### src/sv/rfh_pkg.sv
// rfh_pkg: shared types and constants of the row fir filter with halo
// used by rfh_cell, rfh_sum and row_fir_with_halo_top
// no dependencies
package rfh_pkg;

    // window and arithmetic sizes
    localparam int MAX_TAPS    = 7;
    localparam int SAMPLE_BITS = 16;
    localparam int COEFF_BITS  = 16;
    localparam int FRAC_BITS   = 14;
    localparam int PROD_W      = SAMPLE_BITS + COEFF_BITS;
    localparam int ACC_W       = PROD_W + 3;
    localparam int Q_W         = ACC_W - FRAC_BITS;
    localparam int TAP_W       = $clog2(MAX_TAPS + 1);
    localparam int FILL_W      = $clog2(MAX_TAPS);

    // configuration port
    localparam int CFG_IDX_W  = 4;
    localparam int CFG_DATA_W = 16;

    localparam logic [CFG_IDX_W-1:0] REG_TAP_COUNT = CFG_IDX_W'(0);
    localparam logic [CFG_IDX_W-1:0] REG_COEFF_0   = CFG_IDX_W'(1);
    localparam logic [CFG_IDX_W-1:0] REG_COEFF_6   = CFG_IDX_W'(7);

    localparam logic [TAP_W-1:0]  TAP_COUNT_RESET = TAP_W'(3);
    localparam logic [FILL_W-1:0] FILL_MAX        = FILL_W'(MAX_TAPS - 1);

    // rounding and saturation
    localparam logic signed [ACC_W-1:0] ROUND_HALF = ACC_W'(1 <<< (FRAC_BITS - 1));
    localparam logic signed [Q_W-1:0]   SAT_HI     = Q_W'((1 <<< (SAMPLE_BITS - 1)) - 1);
    localparam logic signed [Q_W-1:0]   SAT_LO     = Q_W'(-(1 <<< (SAMPLE_BITS - 1)));

    typedef logic signed [SAMPLE_BITS-1:0] sample_t;
    typedef logic signed [COEFF_BITS-1:0]  coeff_t;
    typedef logic signed [PROD_W-1:0]      prod_t;
    typedef logic signed [ACC_W-1:0]       acc_t;

    localparam coeff_t COEFF_1_RESET = COEFF_BITS'(16384);

    // control that travels with one transaction through the adder pipeline
    typedef struct packed {
        logic valid;
        logic row_end;
        logic frame_end;
    } rfh_ctl_t;

endpackage

### src/sv/rfh_cell.sv
// rfh_cell: one tap of the sample window, holds one delayed sample and the
// registered product of the sample it sees with its coefficient
// depends on rfh_pkg
module rfh_cell
    import rfh_pkg::*;
(
    input  logic    clk,
    input  logic    shift,
    input  sample_t tap_in,
    input  coeff_t  coeff,
    input  logic    enable_tap,
    output sample_t tap_out,
    output prod_t   prod
);

    sample_t win_reg;
    prod_t   prod_reg;
    prod_t   prod_next;

    // product of this tap, zero when the tap is beyond the active length
    always_comb
    begin
        if (enable_tap)
        begin
            prod_next = PROD_W'(coeff) * PROD_W'(tap_in);
        end
        else
        begin
            prod_next = '0;
        end
    end

    // window register and product register advance on each accepted sample
    always_ff @(posedge clk)
    begin
        if (shift)
        begin
            win_reg  <= tap_in;
            prod_reg <= prod_next;
        end
    end

    assign tap_out = win_reg;
    assign prod    = prod_reg;

endmodule

### config.mk
export PLATFORM = sky130hd
export DESIGN_NAME = rfh_cell
export DESIGN_NICKNAME = d
export VERILOG_FILES = /design/src/sv/rfh_pkg.sv /design/src/sv/rfh_cell.sv
export SDC_FILE = /design/constraint.sdc
export NUM_CORES = 1
export LEC_CHECK = 0
export BUFFER_PORTS_ARGS = -buffer_cell sky130_fd_sc_hd__buf_2
export CAP_MARGIN = 10
export CORE_ASPECT_RATIO = 1.2
export CORE_MARGIN = 3
export CORE_UTILIZATION = 33
export CTS_CLUSTER_SIZE = 10
export DETAILED_ROUTE_END_ITERATION = 8
export GPL_TIMING_DRIVEN = 0
export SLEW_MARGIN = 20
export SYNTH_ARGS = -nofsm -noshare
export SYNTH_HDL_FRONTEND = slang
export SYNTH_SLANG_ARGS = --single-unit
### constraint.sdc
create_clock -name clk -period 7.7 [get_ports clk]
set_clock_uncertainty 0.15 [all_clocks]
set_input_delay 1.925 -clock clk [delete_from_list [all_inputs] [get_ports clk]]
set_output_delay 1.925 -clock clk [all_outputs]
set_load 0.1 [all_outputs]
## Yosys cells after proc, flatten, opt, wreduce, memory -nomap -nowiden

Index checks and enable logic that the tools add are counted.

| operators by class | value |
|---|---|
| $mul | 1 |

Operators with widths:

| cell | number |
|---|---|
| multiplier 16 x 16 -> 32 bit | 1 |

| storage, ports and cells | value |
|---|---|
| input port bits | 35 |
| register bits after elaboration | 48 |
| word-level logic and storage cells | 3 |

## Longest topological paths before layout

| logic depth | value |
|---|---|
| word-level depth | 1 |
| gate-level depth with buffers | 22 |
| gate-level depth less buffers | 20 |

## Worst setup path before layout

OpenSTA, ideal clock, no wires.

| timing | value |
|---|---|
| kind | input port to flip-flop |
| start point | input port coeff[15] |
| end point | register prod_reg[30], in the netlist prod[30], data pin |
| data required time | 7.285 ns |
| setup time | 0.265 ns |
| cell stages on the path | 18 |
| buffers on the path | 1 |
| setup slack | -0.223 ns |
| arrival time | 7.508 ns |
| cells stage by stage | clkbuf_1 nand2_1 inv_1 fa_1 fa_1 fa_1 fa_1 fa_1 inv_1 fa_1 inv_1 ha_1 or3b_1 a21oi_2 and4b_4 o31ai_4 nor2_1 or3_1 |

| between the ends | value |
|---|---|
| cells in the longest elaborated chain, start to end | 1 |

RTL lines:

| what | line | text |
|---|---|---|
| start, declared | rfh_cell.sv:10 | `input coeff_t coeff,` |
| multiplier 16 x 16 -> 32 bit | rfh_cell.sv:25 | `prod_next = PROD_W'(coeff) * PROD_W'(tap_in);` |
| end signal, assigned | rfh_cell.sv:39 | `prod_reg <= prod_next;` |
| end, declared | rfh_cell.sv:17 | `prod_t prod_reg;` |

Every way passes these cells.
A chain may end at the register's enable or synchronous reset.

## Worst setup path in the final report

| timing | value |
|---|---|
| start point | input port coeff[13] |
| end point | register prod_reg[30], in the netlist prod[30], data pin |

Same word-level chain as after synthesis.

==> run metrics <==
TritonCTS buffer count=5; WP data required=7.61 ns; RD Place Congestion=0.922; Syn Std Cell Area=0.0115 sq mm; area grow syn2layout=16.6%; status=finished, final reports clean; fin util=0.393; hold path endpoint=tap_out[1]$_DFFE_PP_; Post-synth EDFFs=48; mux cell area share after synthesis=0.00358; Yosys reg bits=48; Tmin final=between 7 and 8 ns; Synth top area share=0.454; met1 usage=0.216; I/O pin cnt=83; normalized max-slew margin=0.524; min-delay src=tap_in[1]; via count=8,550; Finish-stage setup viols=0; fin nets=about 1,700; GR peak layer=met2; critical path capture point type=flop; yosys warns=0; met2 GRT Util=0.310; Overflow after GRT=0; Synth area leader=fa_1; overall routing resource usage=0.172; syn_nets=1,566; die span in y=about 210 um; Routed WL=31,100 um; Most used DFF post-synth=edfxtp_1; vias in the first global route=9,309; TNS Setup=0 ns; die width=177 um; Clk pin slew, worst setup/hold paths=0.08 ns; max reg flops=32; hold-critical path depth=1; Synth cell types=between 40 and 50; share of cells above drive strength 1=0.144; sequential element share of the synthesized area=0.125; Slew Viols, Final=0; hold_ws=1.73 ns; global-route wire length before repair=around 49,000 um; fillcell total=3,500; Final period util=0.983; Clock Path Buffers=2; largest family of logic cells by synthesized area=adder cells; Avg WL per Cell=17.7 um; Sink Count=48; I/O Buffers=81; Synth Instances=1,187; Hold Vio Cnt, Final=0; initial antenna violation count=2; met3 Use GR=0.0221; adder-cell share of the synthesized area=0.543; HPWL after DPL=25,500 um; number of detailed-route iterations in the first pass=5; post-synthesis xor/xnor area fraction=0.0167; Max-cap violations=0; CTS root buffer=clkbuf_16; Residual DRC=0; H-tree Lvls=2; core region area=0.0343 sq mm; Min-Delay Path Class=input pin to flop; Syn Area/Cell=9.72 sq um; Worst Setup Start Kind=input pin; die footprint=between 0.03 and 0.04 sq mm; Slew @ Worst Pin=0.714 ns; crit path DAT=7.48 ns; Via-to-Cell Ratio=about 5; CTS tree=yes; critical path type=input pin to flop; initial drt markers=467; cts-stage hold buffer count=0; largest cells by area after synthesis=fa_1 45%, edfxtp_1 12%, inv_1 9.6%; Rows=74; FFs w/ async S/R, synth=0; Initial Util=0.337; Compound-Gate Fraction of Synth Area=0.0482; post-synthesis simple-gate area fraction=0.155; Detail Route Antenna Nets=0; f_max=132 MHz; largest net degree at the start of global routing=49; Max FO, Critical Path=10
[logic make-up (layout without fill, tap and decap cells)]
kind of cell,Yosys count,after routing
AOI/OAI and AO/OA,83,83
xor gates and xnor gates,22,22
adders and majority gates,344,344
buffers and inverters,332,445
DFF,48,48
muxes,4,4
other,0,1
and+or+nand+nor,354,354
[routing by layer]
metal,wire length [um],vias to the layer above
met4,869,0
li1,-,3774
met2,16400,236
met3,1510,36
met1,12400,4504
met5,0,-
[worst max-delay path by stage]
stage,start,end,slack (ns),cells past startpoint
CTS,tap_in[1],prod[30]$_SDFFCE_PN0P_,0.003,20
finish,coeff[13],prod[30]$_SDFFCE_PN0P_,0.13,20
global route,tap_in[2],prod[31]$_SDFFCE_PN0P_,-0.009,20
floorplan,tap_in[4],prod[30]$_SDFFCE_PN0P_,0.0002,18
global placement,tap_in[4],prod[31]$_SDFFCE_PN0P_,-0.97,21
detailed placement,tap_in[7],prod[31]$_SDFFCE_PN0P_,-0.96,22
[synth_stat cells (all sizes together), types with 2 or more instances]
cell,count
nand4,4
xor2,4
o211ai,2
nand2,134
and3,4
clkbuf,33
or4,2
nand2b,9
a31oi,5
ha,82
buf,4
nor2,37
o31ai,3
nor3,16
xnor2,18
or3,2
o21a,8
a21boi,2
inv,295
a2111oi,2
a21o,6
nand3,7
fa,262
mux2i,3
and2,130
edfxtp,48
o21ai,17
nor2b,2
o21bai,2
a21oi,26
a211oi,4
o41ai,2
[cell usage in the layout (no fill, tap or decap), types with 3 or more instances in the layout]
master,Yosys,routed
and2_1,129,129
xor2_1,4,4
buf_4,0,37
xnor2_1,18,18
inv_1,295,294
a21o_1,6,6
clkbuf_16,0,8
buf_2,0,63
nand2b_1,9,9
o21a_1,8,8
o21ai_0,17,13
ha_1,82,72
clkbuf_1,33,4
ha_4,0,9
edfxtp_1,48,48
clkbuf_8,0,8
nor2_1,37,37
nand4_1,4,4
and3_1,4,3
o21ai_1,0,4
clkbuf_4,0,6
fa_1,262,255
a31oi_1,5,3
a21oi_1,25,22
fa_2,0,7
nor3_1,16,13
mux2i_1,3,3
buf_8,0,11
nand2_2,0,3
nand2_1,134,130
nand3_1,7,7
a211oi_1,4,4
buf_6,1,10
[layout make-up]
cell class	count	area, sq um	share of cell area
Tap cell	456	571	0.0424
Buffer	35	414	0.0308
Sequential cell	48	1440	0.107
Multi-Input combinational cell	807	9080	0.675
Inverter	295	1110	0.0823
Clock inverter	2	12.5	0.000930
Timing Repair Buffer	108	707	0.0525
Antenna cell	1	2.50	0.000186
Clock buffer	5	125	0.00930
[critical path: stages]
cell and delay [ns]:
buf_2 0.21, buf_8 0.18, nand2_1 0.08, fa_1 0.53
inv_1 0.05, fa_1 0.49, fa_1 0.63, fa_2 0.45
fa_1 0.49, inv_1 0.05, fa_1 0.47, inv_1 0.06
ha_4 0.28, nand2_4 0.06, or3b_4 0.39, a21oi_2 0.15
and4b_4 0.25, o31ai_4 0.27, nor2_1 0.06, or3_1 0.37
[repair_timing]
item,in CTS,in global routing
setup endpoints to repair,15,11
resized for setup,95,80
buffers inserted,9,16
gates cloned,0,2
pin swaps,12,33
[metrics by stage]
step	std cells	cell area [sq um]	setup WS, ns
after CTS	1738	13000	0.00340
after global placement	1724	12500	-0.966
after floorplan	1187	11500	0.000230
after detailed placement	1724	12500	-0.960
after global routing	1756	13500	-0.00866
final	1757	13500	0.134
Power is left out: the tool's default activity adds up to more than one toggle a clock period on the data nets, which glitch-free logic cannot reach.
