### config.mk
export PLATFORM = sky130hd
export DESIGN_NAME = rfh_sum
export DESIGN_NICKNAME = d
export VERILOG_FILES = /design/src/sv/rfh_pkg.sv /design/src/sv/rfh_sum.sv
export SDC_FILE = /design/constraint.sdc
export NUM_CORES = 1
export LEC_CHECK = 0
export ABC_AREA = 1
export BUFFER_PORTS_ARGS = -buffer_cell sky130_fd_sc_hd__buf_4
export CORE_UTILIZATION = 60
export DETAILED_ROUTE_END_ITERATION = 10
export PLACE_DENSITY = 0.83
export REMOVE_ABC_BUFFERS = 1
export SLEW_MARGIN = 20
export SYNTH_ARGS = -nofsm -noshare
export SYNTH_HDL_FRONTEND = slang
export SYNTH_SLANG_ARGS = --single-unit
export TNS_END_PERCENT = 50
### constraint.sdc
create_clock -name clk -period 4.9 [get_ports clk]
set_input_delay 0.245 -clock clk [delete_from_list [all_inputs] [get_ports clk]]
set_output_delay 0.245 -clock clk [all_outputs]
set_load 0.01 [all_outputs]
### src/sv/rfh_pkg.sv
// rfh_pkg: shared types and constants of the row fir filter with halo
// used by rfh_cell, rfh_sum and row_fir_with_halo_top
// no dependencies
package rfh_pkg;

    // window and arithmetic sizes
    localparam int MAX_TAPS    = 7;
    localparam int SAMPLE_BITS = 16;
    localparam int COEFF_BITS  = 16;
    localparam int FRAC_BITS   = 14;
    localparam int PROD_W      = SAMPLE_BITS + COEFF_BITS;
    localparam int ACC_W       = PROD_W + 3;
    localparam int Q_W         = ACC_W - FRAC_BITS;
    localparam int TAP_W       = $clog2(MAX_TAPS + 1);
    localparam int FILL_W      = $clog2(MAX_TAPS);

    // configuration port
    localparam int CFG_IDX_W  = 4;
    localparam int CFG_DATA_W = 16;

    localparam logic [CFG_IDX_W-1:0] REG_TAP_COUNT = CFG_IDX_W'(0);
    localparam logic [CFG_IDX_W-1:0] REG_COEFF_0   = CFG_IDX_W'(1);
    localparam logic [CFG_IDX_W-1:0] REG_COEFF_6   = CFG_IDX_W'(7);

    localparam logic [TAP_W-1:0]  TAP_COUNT_RESET = TAP_W'(3);
    localparam logic [FILL_W-1:0] FILL_MAX        = FILL_W'(MAX_TAPS - 1);

    // rounding and saturation
    localparam logic signed [ACC_W-1:0] ROUND_HALF = ACC_W'(1 <<< (FRAC_BITS - 1));
    localparam logic signed [Q_W-1:0]   SAT_HI     = Q_W'((1 <<< (SAMPLE_BITS - 1)) - 1);
    localparam logic signed [Q_W-1:0]   SAT_LO     = Q_W'(-(1 <<< (SAMPLE_BITS - 1)));

    typedef logic signed [SAMPLE_BITS-1:0] sample_t;
    typedef logic signed [COEFF_BITS-1:0]  coeff_t;
    typedef logic signed [PROD_W-1:0]      prod_t;
    typedef logic signed [ACC_W-1:0]       acc_t;

    localparam coeff_t COEFF_1_RESET = COEFF_BITS'(16384);

    // control that travels with one transaction through the adder pipeline
    typedef struct packed {
        logic valid;
        logic row_end;
        logic frame_end;
    } rfh_ctl_t;

endpackage

### src/sv/rfh_sum.sv
// rfh_sum: registered adder tree over the tap products, then rounding,
// shift and saturation into the output register
// depends on rfh_pkg
module rfh_sum
    import rfh_pkg::*;
(
    input  logic     clk,
    input  logic     rst_n,
    input  rfh_ctl_t ctl_in,
    input  prod_t    prod [MAX_TAPS],
    output logic     take,
    input  logic     out_ready,
    output logic     out_valid,
    output sample_t  filtered_sample,
    output logic     row_end_out,
    output logic     frame_end_out
);

    rfh_ctl_t ctl2_reg;
    rfh_ctl_t ctl3_reg;
    rfh_ctl_t out_ctl_reg;
    acc_t     a01_reg;
    acc_t     a23_reg;
    acc_t     a45_reg;
    acc_t     a6_reg;
    acc_t     b0_reg;
    acc_t     b1_reg;
    sample_t  result_reg;
    sample_t  result_next;
    acc_t     total;
    logic signed [Q_W-1:0] quot;
    logic     en2;
    logic     en3;
    logic     en4;

    // per stage advance: a stage moves when its successor is free or moving
    assign en4  = !out_ctl_reg.valid || out_ready;
    assign en3  = !ctl3_reg.valid || en4;
    assign en2  = !ctl2_reg.valid || en3;
    assign take = !ctl_in.valid || en2;

    // final sum, floor shift and saturation
    always_comb
    begin
        total = b0_reg + b1_reg;
        quot  = total[ACC_W-1:FRAC_BITS];
        if (quot > SAT_HI)
        begin
            result_next = SAT_HI[SAMPLE_BITS-1:0];
        end
        else if (quot < SAT_LO)
        begin
            result_next = SAT_LO[SAMPLE_BITS-1:0];
        end
        else
        begin
            result_next = quot[SAMPLE_BITS-1:0];
        end
    end

    // valid bits of the three stages
    always_ff @(posedge clk or negedge rst_n)
    begin
        if (!rst_n)
        begin
            ctl2_reg    <= '0;
            ctl3_reg    <= '0;
            out_ctl_reg <= '0;
        end
        else
        begin
            if (en2)
            begin
                ctl2_reg <= ctl_in;
            end
            if (en3)
            begin
                ctl3_reg <= ctl2_reg;
            end
            if (en4)
            begin
                out_ctl_reg <= ctl3_reg;
            end
        end
    end

    // data of the three stages
    always_ff @(posedge clk)
    begin
        if (en2 && ctl_in.valid)
        begin
            a01_reg <= ACC_W'(prod[0]) + ACC_W'(prod[1]);
            a23_reg <= ACC_W'(prod[2]) + ACC_W'(prod[3]);
            a45_reg <= ACC_W'(prod[4]) + ACC_W'(prod[5]);
            a6_reg  <= ACC_W'(prod[6]);
        end
        if (en3 && ctl2_reg.valid)
        begin
            b0_reg <= a01_reg + a23_reg;
            b1_reg <= a45_reg + a6_reg + ROUND_HALF;
        end
        if (en4 && ctl3_reg.valid)
        begin
            result_reg <= result_next;
        end
    end

    assign out_valid       = out_ctl_reg.valid;
    assign filtered_sample = result_reg;
    assign row_end_out     = out_ctl_reg.row_end;
    assign frame_end_out   = out_ctl_reg.frame_end;

`ifndef SYNTH
    // upstream is held back only when every stage is occupied
    a_stall_only_when_full: assert property (@(posedge clk) disable iff (!rst_n)
        !take |-> (ctl_in.valid && ctl2_reg.valid && ctl3_reg.valid && out_ctl_reg.valid))
        else $error("pipeline stalls with a free stage");
`endif

endmodule

### After elaboration in Yosys (flattened, before gate mapping)

Index checks and enable logic that the tools add are counted.

* register bits: 232
* output and inout bits: 20
* word-level logic and storage cells: 37

* add/subtract/negate cells: 7
* magnitude comparators: 2
* multiplexer cells: 1
* reductions and logical operators: 11

Operators by type and width (count)
* $add A32 B32 Y33: 3
* $add A35 B35 Y35: 2
* $add A35 B15 Y35 const B: 1
* $add A35 B32 Y35: 1
* $gt A21 B16 Y1 const B: 1
* $lt A21 B16 Y1 const B: 1
* $mux W16: 1
* $logic_not A1 Y1: 4
* $logic_or A1 B1 Y1: 4
* $logic_and A1 B1 Y1: 3

### Depth between registers and ports, before layout

* depth after elaboration: 5
* gate-level depth with buffers: 19
* depth with buffers taken out: 18

### Worst setup path before layout

OpenSTA, ideal clock, no wires.

* path type: flip-flop to flip-flop
* start point: reg out_ctl_reg, in the netlist out_valid
* end point: reg a01_reg[0] (enable)
* library setup time: 484 ps
* arrival: 3549 ps
* data required time: 4416 ps
* setup slack: 867 ps
* cell stages (with the launch flop): 10
* path buffers: 0
* period minus slack after synthesis: 4033 ps
* cell sequence: dfrtp_1 inv_1 nor2_1 inv_1 nor2_1 inv_1 nor2_1 inv_1 nand2_1 inv_1

* longest elaborated chain between the ends: 5

RTL lines
* start, declared: line rfh_sum.sv:21 `rfh_ctl_t out_ctl_reg;`
* start signal, assigned: line rfh_sum.sv:82 `out_ctl_reg <= ctl3_reg;`
* $logic_not A1 Y1: line rfh_sum.sv:37 `assign en4 = !out_ctl_reg.valid || out_ready;`
* $logic_or A1 B1 Y1: line rfh_sum.sv:37
* $logic_or A1 B1 Y1: line rfh_sum.sv:38 `assign en3 = !ctl3_reg.valid || en4;`
* $logic_or A1 B1 Y1: line rfh_sum.sv:39 `assign en2 = !ctl2_reg.valid || en3;`
* $logic_and A1 B1 Y1: line rfh_sum.sv:90 `if (en2 && ctl_in.valid)`
* end signal, assigned: line rfh_sum.sv:92 `a01_reg <= ACC_W'(prod[0]) + ACC_W'(prod[1]);`
* end, declared: line rfh_sum.sv:22 `acc_t a01_reg;`

No other way between the ends.
A chain may end at the register's enable or synchronous reset.

### Final worst setup path

* start point: reg a45_reg[1]
* end point: reg b1_reg[23], data pin

* longest elaborated chain between the ends: 2

RTL lines
* start, declared: line rfh_sum.sv:24 `acc_t a45_reg;`
* start signal, assigned: line rfh_sum.sv:94 `a45_reg <= ACC_W'(prod[4]) + ACC_W'(prod[5]);`
* $add A35 B32 Y35: line rfh_sum.sv:100 `b1_reg <= a45_reg + a6_reg + ROUND_HALF;`
* $add A35 B15 Y35: line rfh_sum.sv:100
* end signal, assigned: line rfh_sum.sv:100
* end, declared: line rfh_sum.sv:27 `acc_t b1_reg;`

No other way between the ends.

==> results.json <==
{
  "status": "finished clean",
  "rsz0062_at_grt": "false",
  "dr.pass1.iters": 6,
  "drt-wirelength-per-cell_um": 16.7,
  "end_kind": "flop",
  "grt_pass1_vias": 16800,
  "clk_path_buf_depth": 3,
  "leakage_nw": 10.7,
  "switching_share_pct": 40.6,
  "reg2reg_depth": 15,
  "grt_overflow_total": 0,
  "startpoint": "a45_reg[1]",
  "dp_slack_ps": 1940,
  "timing.fmax_mhz": 335,
  "io_buffers": 249,
  "cts_resized": 0,
  "maxCapViolCount": 0,
  "synth-seq-cells": 226,
  "yosysWarnings": 0,
  "synth_area_mm2": 0.0186,
  "hp-class": "in -> reg",
  "gp_congestion": 0.986,
  "ant_nets": 0,
  "vias": 17200,
  "ys_async_sr_fraction_pct": 3.98,
  "crit_path_end": "b1_reg[23]",
  "dp_hpwl_um": 40900,
  "fin_crit_ps": 2990,
  "routed_via_density": 5.68,
  "cts_buffers": 24,
  "clk_pin_slew_worst_paths_ps": 60,
  "synth_top_area_cell": "edfxtp_1",
  "p_clk_share_pct": 20.4,
  "rows": 64,
  "route.detailed.drc": 0,
  "netlist_top_cells_area": "edfxtp_1 35%, ha_1 15%, nand2_1 13%",
  "rr_startpoint": "a45_reg[1]",
  "synthFlopType": "edfxtp_1",
  "internal-power_mw": 5.63,
  "post-cts-setup-buffers": 0,
  "nets": 3078,
  "drt_iter0_drc": 1255,
  "core_mm2": 0.0306,
  "synth_common_cells": "628 x nand2_1, 279 x inv_1, 235 x nor2_1",
  "pin_count": 250,
  "root_buffer": "clkbuf_16",
  "grt_antenna_before_repair": 1,
  "regToRegSetupSlack_ps": 1910,
  "syn_area_per_cell_um2": 8.08,
  "die_area_mm2": 0.0317,
  "power_density_mw_per_mm2": 427,
  "syn2layout_area_growth_pct": 19.2,
  "synth_edf_count": 217,
  "timing.final.crit_share_pct": 60.9,
  "drive_above_1_share_pct": 12.3,
  "startpoint_type": "flop",
  "synth.most_common_cell": "nand2_1",
  "cp_data_required_time_ps": 5170,
  "ys_seq_area_share_pct": 36.2,
  "timing.slew.headroom_pct": 45.5,
  "cts_tree": "done",
  "slew_violations": 0,
  "diodes": 0,
  "initial_core_util_pct": 60.9,
  "grt_util_all_layers_pct": 32.1,
  "synth_top_area_share_pct": 35.0,
  "seqPwrFrac_pct": 31.7,
  "grt_pass1_wl_um": 80500,
  "setup_viol": 0,
  "hold_depth": 3,
  "rr_endpoint": "b1_reg[23]",
  "finalSetupTns_ps": 0,
  "setup_ws_ps": 1910,
  "cts_max_level": 1,
  "holdWs_ps": 15.3,
  "final_util_pct": 72.5,
  "die_w_um": 178,
  "clkSinkCount": 226,
  "critical_path_class": "reg -> reg",
  "clk_latency_ps": 520,
  "die_h_um": 178,
  "switchingPower_mw": 3.86,
  "tightest_slew_ps": 818,
  "synthCells": 2304,
  "routed_wl_um": 50600,
  "grt_max_degree": 132,
  "p_comb_share_pct": 48.0,
  "critPathMaxFanout": 3,
  "hold_viol_final": 0,
  "synth_cell_types": 39,
  "ir_drop_mv": 0.287,
  "skew_ps": 12.6,
  "arrival_ps": 3260
}
## how the worst min path moves through the flow
stage | from | end | slack [ps]
finish | ctl_in[2] | ctl2_reg[2] | 20
global route | prod[128] | a23_reg[0] | 20
CTS | ctl_in[2] | ctl2_reg[2] | 0.3
detailed placement | rst_n | row_end_out | 70
global placement | rst_n | out_valid | 70
floorplan | rst_n | ctl2_reg[0] | -50
## power groups by stage
stage	sequential [mW]	combinational [mW]	clock, mW
after global placement	3.02	4.31	0
after floorplan	2.97	3.16	0
final	3.00	4.55	1.93
after detailed placement	3.04	4.43	0
after global routing	3.04	5.09	2.02
after CTS	3.00	4.49	1.94
## kinds of logic (layout without fill, tap and decap cells)
group                    Yosys count  count (layout)  share of synthesized area (%)
AO/OA/AOI/OAI                    391             391                           12.7
XOR/XNOR                         156             156                           7.34
adder cells (fa/ha/maj)          233             233                           15.9
buffers and inverters            284             611                           5.81
flip-flops                       226             226                           36.2
AND/OR/NAND/NOR                 1014            1014                           22.1
## final cells by class
type,instances,area (um^2)
Fill cell,2399,8400
Sequential cell,226,6740
Clock inverter,17,211
Multi-Input combinational cell,1794,10800
Inverter,282,1060
Clock buffer,25,626
Tap cell,396,495
Timing Repair Buffer,287,2250
## layer usage
| layer | share of wire [%] | wire (um) | vias to the layer above | global-route usage, % |
|---|---|---|---|---|
| met5 | 0.038 | 19 | - | 0 |
| met4 | 4.1 | 2070 | 2 | 13.2 |
| met3 | 7.1 | 3580 | 145 | 5.18 |
| met2 | 46 | 23400 | 684 | 53.8 |
| met1 | 43 | 21600 | 7910 | 41.1 |
| li1 | - | - | 8443 | - |
## through the flow
step / cells / total power [mW] / area [um^2]
3_3_place_gp: 2950 / 7.33 / 21000
3_5_place_dp: 2950 / 7.47 / 21000
5_1_grt: 3027 / 10.2 / 22200
6_report: 3027 / 9.48 / 22200
4_1_cts: 3027 / 9.44 / 22200
2_1_floorplan: 2302 / 6.13 / 18600
## critical path, stage by stage (launching register included)
cell	delay, ps
edfxtp_1	370
ha_1	300
ha_1	210
fa_1	470
nand3_1	90
nand2_1	100
a21oi_1	250
o21bai_1	160
a21oi_1	290
inv_1	70
nand2_1	60
nand2_1	70
nand2_1	60
inv_1	50
o21bai_1	130
nand2_1	60
## what timing repair did
item | 4_1_cts | 5_1_grt
endpoints found under the hold margin | 43 | 0
hold buffers | 35 | 0
endpoints found under the setup margin | 0 | 0
## cells in the final DEF (no fill, tap or decap), types with 20 or more instances in the layout
cell type      count
a21o_1            53
a21oi_1          161
a31oi_1           32
buf_4            251
clkbuf_16         25
dlygate4sd3_1     35
edfxtp_1         217
ha_1             228
inv_1            277
nand2_1          628
nand3_1           73
nand4_1           23
nor2_1           234
nor3_1            20
o21ai_0           67
o21bai_1          34
xnor2_1           21
xor2_1           135
Power figures use the tool's default switching activity.
